<file path="src/rtl/tetb_pkg.sv">
// Shared types, constants and base64 coding functions of the event trace buffer.
package tetb_pkg;

  localparam int unsigned DEPTH_DEFAULT = 32;
  localparam int unsigned CAP_W         = 6;
  localparam int unsigned TAG_W         = 16;
  localparam int unsigned DATA_W        = 32;
  localparam int unsigned ENTRY_W       = DATA_W + TAG_W;
  localparam int unsigned TEXT_W        = 64;
  localparam int unsigned NUM_CHARS     = 8;

  localparam logic [CAP_W-1:0] CAP_RESET = 6'd32;

  // base64 alphabet anchors
  localparam logic [7:0] CH_UPPER_A = 8'h41;
  localparam logic [7:0] CH_LOWER_A = 8'h61;
  localparam logic [7:0] CH_ZERO    = 8'h30;
  localparam logic [7:0] CH_PLUS    = 8'h2B;
  localparam logic [7:0] CH_SLASH   = 8'h2F;

  typedef enum logic [1:0] {
    ACT_REC_VALUE = 2'd0,
    ACT_REC_TIME  = 2'd1,
    ACT_FLUSH     = 2'd2,
    ACT_CLEAR     = 2'd3
  } tetb_action_e;

  // controller -> datapath
  typedef struct packed {
    logic rec_en;    // append an entry
    logic rec_ts;    // entry takes the timestamp instead of the value
    logic fill_clr;  // empty the buffer
    logic rd_en;     // read one entry for the dump
    logic rd_last;   // that entry closes the dump
  } tetb_cmd_t;

  // datapath -> controller
  typedef struct packed {
    logic room;      // fill count below effective capacity
    logic rd_free;   // read stage can take an entry this cycle
  } tetb_sts_t;

  function automatic logic [7:0] b64_char(input logic [5:0] sextet);
    logic [7:0] s8;
    s8 = {2'b00, sextet};
    if (sextet < 6'd26)      return CH_UPPER_A + s8;
    else if (sextet < 6'd52) return CH_LOWER_A + s8 - 8'd26;
    else if (sextet < 6'd62) return CH_ZERO + s8 - 8'd52;
    else if (sextet == 6'd62) return CH_PLUS;
    else                     return CH_SLASH;
  endfunction

  function automatic logic [TEXT_W-1:0] b64_encode(input logic [ENTRY_W-1:0] entry);
    logic [TEXT_W-1:0] word;
    word = '0;
    for (int k = 0; k < NUM_CHARS; k++) begin
      word[TEXT_W-1-8*k -: 8] = b64_char(entry[ENTRY_W-1-6*k -: 6]);
    end
    return word;
  endfunction

endpackage

</file>
<file path="src/rtl/tagged_event_trace_buffer_unit.sv">
// Tagged event trace buffer: record, clear and base64 dump of up to DEPTH entries.
// Record and clear items are accepted at one item per cycle while no dump stalls the input.
// A flush item with stored entries stalls the input while the entries are read;
// each entry passes the memory read register and then the encoded output register,
// and results follow one per cycle as long as the output side does not stall.
// Reset clears the fill count and the output valid flag, sets capacity to 32; memory is not cleared.
module tagged_event_trace_buffer_unit import tetb_pkg::*; #(
  parameter int unsigned DEPTH = DEPTH_DEFAULT
) (
  input  logic              clk_i,
  input  logic              rst_ni,
  // configuration: capacity register
  input  logic              cfg_we_i,
  input  logic [CAP_W-1:0]  cfg_wdata_i,
  // input items
  input  logic              in_valid_i,
  output logic              in_stall_o,
  input  logic [1:0]        action_i,
  input  logic [TAG_W-1:0]  tag_id_i,
  input  logic [DATA_W-1:0] value_i,
  input  logic [DATA_W-1:0] timestamp_i,
  // result items
  output logic              out_valid_o,
  input  logic              out_stall_i,
  output logic [TEXT_W-1:0] text_o,
  output logic              last_o
);

  localparam int unsigned CW = $clog2(DEPTH + 1);
  localparam int unsigned AW = (DEPTH > 1) ? $clog2(DEPTH) : 1;

  // Controller decodes the action and walks the read index during a dump.
  // Datapath owns the entry memory, the fill count and a two-deep output
  // pipe (memory read register, then encoded output register), so one more entry
  // can be read while a finished result waits for the consumer.
  tetb_cmd_t     cmd;
  tetb_sts_t     sts;
  logic [CW-1:0] fill;
  logic [AW-1:0] rd_addr;

  tetb_ctrl #(
    .DEPTH (DEPTH),
    .CW    (CW),
    .AW    (AW)
  ) u_ctrl (
    .clk_i      (clk_i),
    .rst_ni     (rst_ni),
    .in_valid_i (in_valid_i),
    .in_stall_o (in_stall_o),
    .action_i   (action_i),
    .fill_i     (fill),
    .sts_i      (sts),
    .cmd_o      (cmd),
    .rd_addr_o  (rd_addr)
  );

  tetb_dpath #(
    .DEPTH (DEPTH),
    .CW    (CW),
    .AW    (AW)
  ) u_dpath (
    .clk_i       (clk_i),
    .rst_ni      (rst_ni),
    .cfg_we_i    (cfg_we_i),
    .cfg_wdata_i (cfg_wdata_i),
    .tag_id_i    (tag_id_i),
    .value_i     (value_i),
    .timestamp_i (timestamp_i),
    .cmd_i       (cmd),
    .rd_addr_i   (rd_addr),
    .sts_o       (sts),
    .fill_o      (fill),
    .out_valid_o (out_valid_o),
    .out_stall_i (out_stall_i),
    .text_o      (text_o),
    .last_o      (last_o)
  );

  // fill count never runs past the memory depth
  a_fill_bound: assert property (@(posedge clk_i) disable iff (!rst_ni)
    fill <= CW'(DEPTH))
    else $error("fill count beyond depth");

  // an appended item bumps the fill count by one
  a_fill_inc: assert property (@(posedge clk_i) disable iff (!rst_ni)
    cmd.rec_en && !cmd.fill_clr |=> fill == $past(fill) + 1'b1)
    else $error("fill count did not advance on record");

  // dump reads only while the input is held off
  a_rd_stalled: assert property (@(posedge clk_i) disable iff (!rst_ni)
    cmd.rd_en |-> in_stall_o && sts.rd_free)
    else $error("entry read outside dump or into busy stage");

  // no entry is appended while a dump is under way
  a_no_rec_drain: assert property (@(posedge clk_i) disable iff (!rst_ni)
    in_stall_o |-> !cmd.rec_en && !cmd.fill_clr)
    else $error("buffer changed during dump");

endmodule

</file>
<file path="src/rtl/tetb_ctrl.sv">
// Controller of the event trace buffer: input decode and dump sequencing.
module tetb_ctrl import tetb_pkg::*; #(
  parameter int unsigned DEPTH = DEPTH_DEFAULT,
  parameter int unsigned CW    = $clog2(DEPTH + 1),
  parameter int unsigned AW    = (DEPTH > 1) ? $clog2(DEPTH) : 1
) (
  input  logic          clk_i,
  input  logic          rst_ni,
  input  logic          in_valid_i,
  output logic          in_stall_o,
  input  logic [1:0]    action_i,
  input  logic [CW-1:0] fill_i,
  input  tetb_sts_t     sts_i,
  output tetb_cmd_t     cmd_o,
  output logic [AW-1:0] rd_addr_o
);

  typedef enum logic {
    ST_IDLE,
    ST_DRAIN
  } state_e;

  state_e        state_q;
  logic [AW-1:0] rd_idx_q;
  logic [AW-1:0] end_idx_q;
  logic          accept;
  logic          is_rec;
  logic          is_flush;
  logic          rd_last;
  logic [CW-1:0] fill_m1;
  tetb_action_e  act;

  assign act        = tetb_action_e'(action_i);
  assign in_stall_o = (state_q == ST_DRAIN);
  assign accept     = in_valid_i && !in_stall_o;
  assign is_rec     = (act == ACT_REC_VALUE) || (act == ACT_REC_TIME);
  assign is_flush   = (act == ACT_FLUSH);
  assign rd_last    = (rd_idx_q == end_idx_q);
  assign fill_m1    = fill_i - 1'b1;
  assign rd_addr_o  = rd_idx_q;

  always_comb begin
    cmd_o          = '0;
    cmd_o.rec_en   = accept && is_rec && sts_i.room;
    cmd_o.rec_ts   = (act == ACT_REC_TIME);
    cmd_o.fill_clr = accept && !is_rec;
    cmd_o.rd_en    = (state_q == ST_DRAIN) && sts_i.rd_free;
    cmd_o.rd_last  = rd_last;
  end

  always_ff @(posedge clk_i or negedge rst_ni) begin
    if (!rst_ni) begin
      state_q   <= ST_IDLE;
      rd_idx_q  <= '0;
      end_idx_q <= '0;
    end else begin
      unique case (state_q)
        ST_IDLE: begin
          if (accept && is_flush && (fill_i != '0)) begin
            state_q   <= ST_DRAIN;
            rd_idx_q  <= '0;
            end_idx_q <= fill_m1[AW-1:0];
          end
        end
        ST_DRAIN: begin
          if (sts_i.rd_free) begin
            if (rd_last) state_q <= ST_IDLE;
            else         rd_idx_q <= rd_idx_q + 1'b1;
          end
        end
        default: state_q <= ST_IDLE;
      endcase
    end
  end

endmodule

</file>
<file path="src/rtl/tetb_dpath.sv">
// Datapath of the event trace buffer: entry memory, fill count, capacity, encoder, output.
module tetb_dpath import tetb_pkg::*; #(
  parameter int unsigned DEPTH = DEPTH_DEFAULT,
  parameter int unsigned CW    = $clog2(DEPTH + 1),
  parameter int unsigned AW    = (DEPTH > 1) ? $clog2(DEPTH) : 1
) (
  input  logic              clk_i,
  input  logic              rst_ni,
  input  logic              cfg_we_i,
  input  logic [CAP_W-1:0]  cfg_wdata_i,
  input  logic [TAG_W-1:0]  tag_id_i,
  input  logic [DATA_W-1:0] value_i,
  input  logic [DATA_W-1:0] timestamp_i,
  input  tetb_cmd_t         cmd_i,
  input  logic [AW-1:0]     rd_addr_i,
  output tetb_sts_t         sts_o,
  output logic [CW-1:0]     fill_o,
  output logic              out_valid_o,
  input  logic              out_stall_i,
  output logic [TEXT_W-1:0] text_o,
  output logic              last_o
);

  localparam int unsigned CMPW = (CW > CAP_W) ? CW : CAP_W;

  logic [ENTRY_W-1:0] mem [DEPTH];
  logic [CAP_W-1:0]   cap_q;
  logic [CW-1:0]      fill_q, fill_d;
  logic [ENTRY_W-1:0] rd_q;
  logic               rd_last_q;
  logic               rd_vld_q, rd_vld_d;
  logic [TEXT_W-1:0]  text_q;
  logic               last_q;
  logic               out_vld_q, out_vld_d;
  logic               load_out;
  logic [DATA_W-1:0]  rec_word;

  assign rec_word    = cmd_i.rec_ts ? timestamp_i : value_i;
  assign sts_o.room  = (CMPW'(fill_q) < CMPW'(cap_q)) && (fill_q < CW'(DEPTH));
  assign load_out    = rd_vld_q && (!out_vld_q || !out_stall_i);
  assign sts_o.rd_free = !rd_vld_q || load_out;
  assign rd_vld_d    = cmd_i.rd_en || (rd_vld_q && !load_out);
  assign out_vld_d   = load_out || (out_vld_q && out_stall_i);
  assign fill_o      = fill_q;
  assign out_valid_o = out_vld_q;
  assign text_o      = text_q;
  assign last_o      = last_q;

  always_comb begin
    fill_d = fill_q;
    if (cmd_i.fill_clr)    fill_d = '0;
    else if (cmd_i.rec_en) fill_d = fill_q + 1'b1;
  end

  always_ff @(posedge clk_i or negedge rst_ni) begin
    if (!rst_ni) begin
      cap_q     <= CAP_RESET;
      fill_q    <= '0;
      rd_vld_q  <= 1'b0;
      out_vld_q <= 1'b0;
    end else begin
      if (cfg_we_i) cap_q <= cfg_wdata_i;
      fill_q    <= fill_d;
      rd_vld_q  <= rd_vld_d;
      out_vld_q <= out_vld_d;
    end
  end

  // entry memory, one write and one registered read port
  always_ff @(posedge clk_i) begin
    if (cmd_i.rec_en) mem[fill_q[AW-1:0]] <= {rec_word, tag_id_i};
    if (cmd_i.rd_en) begin
      rd_q      <= mem[rd_addr_i];
      rd_last_q <= cmd_i.rd_last;
    end
  end

  always_ff @(posedge clk_i) begin
    if (load_out) begin
      text_q <= b64_encode(rd_q);
      last_q <= rd_last_q;
    end
  end

endmodule
</file>
<file path="config.mk">
export PLATFORM = sky130hd
export DESIGN_NAME = tagged_event_trace_buffer_unit
export DESIGN_NICKNAME = d
export VERILOG_FILES = /design/src/rtl/tetb_pkg.sv /design/src/rtl/tagged_event_trace_buffer_unit.sv /design/src/rtl/tetb_ctrl.sv /design/src/rtl/tetb_dpath.sv
export SDC_FILE = /design/constraint.sdc
export NUM_CORES = 2
export LEC_CHECK = 0
export ABC_CLOCK_PERIOD_IN_PS = 9900
export BUFFER_PORTS_ARGS = -buffer_cell sky130_fd_sc_hd__buf_2
export CAP_MARGIN = 20
export CORE_ASPECT_RATIO = 0.6
export CORE_MARGIN = 3
export CORE_UTILIZATION = 60
export CTS_CLUSTER_DIAMETER = 50
export DETAILED_ROUTE_END_ITERATION = 16
export GPL_TIMING_DRIVEN = 0
export PLACE_DENSITY = 0.79
export REMOVE_ABC_BUFFERS = 1
export SLEW_MARGIN = 0
export SYNTH_ARGS = -nofsm -noshare
export SYNTH_HDL_FRONTEND = slang
export SYNTH_HIERARCHICAL = 1
export SYNTH_SLANG_ARGS = --single-unit
</file>
<file path="constraint.sdc">
create_clock -name clk_i -period 9.9 [get_ports clk_i]
set_input_delay 1.485 -clock clk_i [delete_from_list [all_inputs] [get_ports clk_i]]
set_output_delay 1.485 -clock clk_i [all_outputs]
set_load 0.005 [all_outputs]
</file>
==> results.txt <==
The overall power after layout is approximately 20 mW. The number of hold violations in the final report came to 0. Internal power comes to roughly 14 mW. The total of buffers placed on input and output ports came out at 159.

The worst-skew pair later-pin latency came out at approximately 780 ps. The total negative setup slack is 0 ps. The startpoint kind of the worst setup timing path is a flip-flop. The leftover overflow at the end of global routing is 0. The count of nets left with antenna violations once routing finished came out at 0.

The average via count per standard cell came out at ~6.6. The largest net degree at the start of global routing is 57. The growth of design area from synthesis to finish came out at 13.64%. After synthesis, the netlist uses 62 different library cells.

Setup repair after global routing left no endpoint under its margin. The vias after detailed routing came out at just under 40000. The die covers between 100000 and 150000 sq um. In the synthesized netlist, the number of instances is between 4000 and 5000. The transition at the pin with the smallest max-transition slack came out at between 1000 and 1500 ps.

The cell area after synthesis came out at about 68000 sq um. The library cell used as clock root buffer is clkbuf_16. The worst hold slack is roughly 460 ps. The net load switching power is approximately 6.4 mW.

The worst setup path is captured at a flip-flop. The via count of the first global-routing pass is about 38000. The share of power burned in registers came out at about 44%. The number of synthesis warnings is 6. The number of max-slew violations in the final report is 0.

The hold-fix buffer count after cts came out at 0. The slowest stage cell on the critical path is nor4bb_2. The fill cell total of the finished layout is about 6600. The analysis attributes to cell leakage a power of about 26 nW. The clock tree from TritonCTS is yes. Excluding fillers, the count of instances in the completed layout stands at 5859. The global placer's final weighted congestion came out at slightly above 0.8. The final worst-path cycle share is 57.83%.

The number of enable-type register cells in the synthesized netlist is 1650. The power share of the combinational group is about 29%. The flow ran to the end, and the final reports show no timing, DRC or antenna violations.

The number of maximum-capacitance violations came out at 0. The path category of the worst min-delay check is flip-flop to flip-flop. The minimum period implied by the final worst setup slack is ~5700 ps. The wire length of the first global-routing pass came out at between 200000 and 250000 microns.

The biggest fanout along the worst timing path is 17. The number of buffers between clock root and the deepest sink came out at 3. The signal on the critical path passes through ha_1, a21o_1, a21o_1, a2111oi_0, nor4bb_2, nand2_1, nor2_4, buf_12, buf_12. The total iterations of the first detailed-routing run came out at 8.

The total setup violations reported at the end of the flow is 0. The final wirelength is 170500 microns. 160 I/O pins were placed. After detailed placement, the design holds a cell count of 5585.

In this run, CTS created clock tree buffers numbering 148. Row generation in the floorplan step produced 94 rows. The area of the placeable core is approximately 110000 sq um. The wire-length estimate of the detail-placed layout is slightly below 100000 microns.

Dividing total power by cell area gives a power density of between 200 and 300 nW/um^2. The worst slew margin relative to its limit came out at a little under a quarter. The clock net sink count came out at about 1700. The critical path required time came out at between 10000 and 15000 ps. The number of violations reported at the end of detailed-routing iteration 0 came out at approximately 5600. A synthesized cell averages between 15 and 20 sq um. CTS built an H-tree with a depth of 4. The delay of the slowest cell on the worst path is approximately 1100 ps.

The chip height is about 270 microns. Among all flip-flop cells after synthesis, the most frequent one is edfxtp_1. In this run, the clock network consumes 27.7% of the power. Timing would allow up to roughly 170 MHz. The overall fraction of global-route tracks in use is 29.04%. The routed length per placed instance came out at roughly 29 microns. The arrival time at the worst endpoint is 6170 ps.

The clock-pin transition on the worst setup and hold timing paths is approximately 80 ps. Summing all flip-flop and latch instances after layout gives 50180 sq um. The number of register bits inferred by synthesis came out at between 1500 and 2000. The worst setup path is of the flip-flop to flip-flop kind. The switching part of the total is between 30% and 40%. Cells fill between 60% and 70% of the core in the end. The maximum resistive drop on vdd is ~0.00023 V. Gates resized during post-CTS repair numbered 0. The area of the multi-input gates is between 15000 and 20000 sq um.

The initial core utilization came out at approximately three fifths. The proportion of synthesized chip area in sequential cells came out at 74.29%. The initial antenna violation count is 4.

The post-detailed-route DRC marker count came out at 0. The share of post-route cells with drive strength above 1 came out at between 10% and 20%. The die extent in x came out at between 400 and 500 microns. The share of flip-flops with an asynchronous set or reset after synthesis is under 10%. Once the clock tree was built, the setup fixing pass inserted 0 buffers.

The number of nets in the layout is approximately 4400. The worst clock skew on the final layout is about 34 ps.
## final timing paths
| check | start | endpoint | slack [ps] | cells past startpoint |
|---|---|---|---|---|
| setup / recovery | u_dpath/fill_o[3] | u_dpath/mem[8][13] | 4170 | 9 |
| hold / removal | u_dpath/rd_last_q | u_dpath/last_o | 460 | 0 |
| setup reg to reg | u_dpath/fill_o[3] | u_dpath/mem[8][13] | 4170 | 9 |
| hold reg to reg | u_dpath/rd_last_q | u_dpath/last_o | 460 | 0 |
| max in group asynchronous | rst_ni | u_ctrl/rd_addr_o[1] | 8730 | 1 |
| min in group asynchronous | rst_ni | u_dpath/fill_o[1] | 700 | 1 |
## metrics by stage
step	setup WS (ps)	area [sq um]
global route	4112	76750
detailed placement	4667	72170
global placement	-24600	68800
floorplan	-16230	66140
finish	4175	76750
CTS	4344	76740
## worst max-delay path: cells and delay by family, from the launching register on
kind | cells | cell delay (ps)
and+or+nand+nor | 3 | 2800
AOI/OAI and AO/OA | 3 | 880
DFF | 1 | 730
buffers and inverters | 2 | 570
adders and majority gates | 1 | 370
## routing by layer
layer	share of wire (%)	up-vias	global-route usage, %	wire length (microns)
met2	46	2548	44.67	78840
met4	5.1	2	14.41	8618
met3	11	594	5.635	18220
met5	0.0076	-	0	13
met1	38	19230	40.31	64800
li1	-	16320	-	-
## synth_stat cells (23+ instances only)
cell type / n / area share [%]
nor3_1: 72 / 0.53
dfrtp_1: 24 / 0.89
a21oi_1: 189 / 1.4
ha_1: 52 / 0.96
nor2_1: 71 / 0.39
a31oi_1: 63 / 0.58
inv_1: 50 / 0.28
clkbuf_1: 76 / 0.42
a22o_1: 99 / 1.3
mux2i_1: 778 / 12
edfxtp_1: 1650 / 73
nand2_1: 199 / 1.1
buf_6: 28 / 0.47
a21o_1: 23 / 0.26
buf_2: 56 / 0.41
a22oi_1: 148 / 1.6
nand3_1: 165 / 1.2
buf_4: 42 / 0.47
o21ai_0: 36 / 0.27
mux2_2: 33 / 0.55
## registers in the layout (all words and copies together) (netlist names), 5 cells and up
register	flops
u_dpath/fill_o	6
u_dpath/cap_q	6
u_dpath/mem	1536
u_dpath/text_o	64
u_dpath/rd_q	48
u_ctrl/rd_addr_o	5
u_ctrl/end_idx_q	5
## power groups by stage
stage          sequential (mW)  combinational (mW)  clock [mW]
2_1_floorplan             9.00                4.48           0
3_3_place_gp              9.06                5.51           0
3_5_place_dp              8.83                5.51           0
4_1_cts                   8.70                5.61        5.57
5_1_grt                   8.74                6.02        5.87
6_report                  8.71                5.70        5.53
## layout make-up
type                            instances  share of cell area [%]
Sequential cell                      1675                   65.38
Multi-Input combinational cell       2074                   20.96
Tap cell                             1488                   2.426
Antenna cell                            4                 0.01304
Timing Repair Buffer                  297                   5.023
Inverter                               51                  0.2494
Clock buffer                          180                   5.093
Clock inverter                         90                  0.8591
## kinds of logic (layout without fill, tap and decap cells)
family	count (synthesis)	in the layout	synth area share, %
adder cells (fa/ha/maj)	52	52	0.9634
AND/OR/NAND/NOR	567	567	3.868
flip-flops	1675	1675	74.29
AO/OA/AOI/OAI	624	624	6.192
buffers and inverters	272	618	2.344
XOR/XNOR	20	20	0.2594
multiplexers	811	811	12.08
other	0	4	0
## cells in the final DEF, fill, tap and decap left out, types with 6 or more instances in the layout
master | Yosys | final
buf_16 | 0 | 57
and3_1 | 9 | 9
buf_2 | 56 | 159
o221ai_1 | 6 | 6
o31ai_1 | 10 | 10
inv_6 | 0 | 10
nor3_1 | 72 | 71
mux2i_1 | 778 | 778
buf_6 | 28 | 15
nand2_1 | 199 | 198
clkbuf_1 | 76 | 28
a31oi_1 | 63 | 63
buf_12 | 0 | 66
o22ai_1 | 11 | 11
a22o_1 | 99 | 99
inv_1 | 50 | 50
a211oi_1 | 10 | 10
ha_1 | 52 | 52
clkbuf_16 | 0 | 152
o21ai_0 | 36 | 36
o211ai_1 | 8 | 8
a21o_1 | 23 | 23
a21oi_1 | 189 | 189
nor2_4 | 0 | 31
clkinvlp_4 | 0 | 9
xnor2_1 | 11 | 11
nand4_1 | 8 | 8
clkinv_2 | 0 | 20
xor2_1 | 9 | 9
clkinv_1 | 0 | 37
a22oi_1 | 148 | 148
mux2_2 | 33 | 33
dfrtp_1 | 24 | 23
nand3_1 | 165 | 165
nand3b_1 | 8 | 8
nor2_1 | 71 | 40
edfxtp_1 | 1650 | 1650
(Power assumes the default switching activity.)
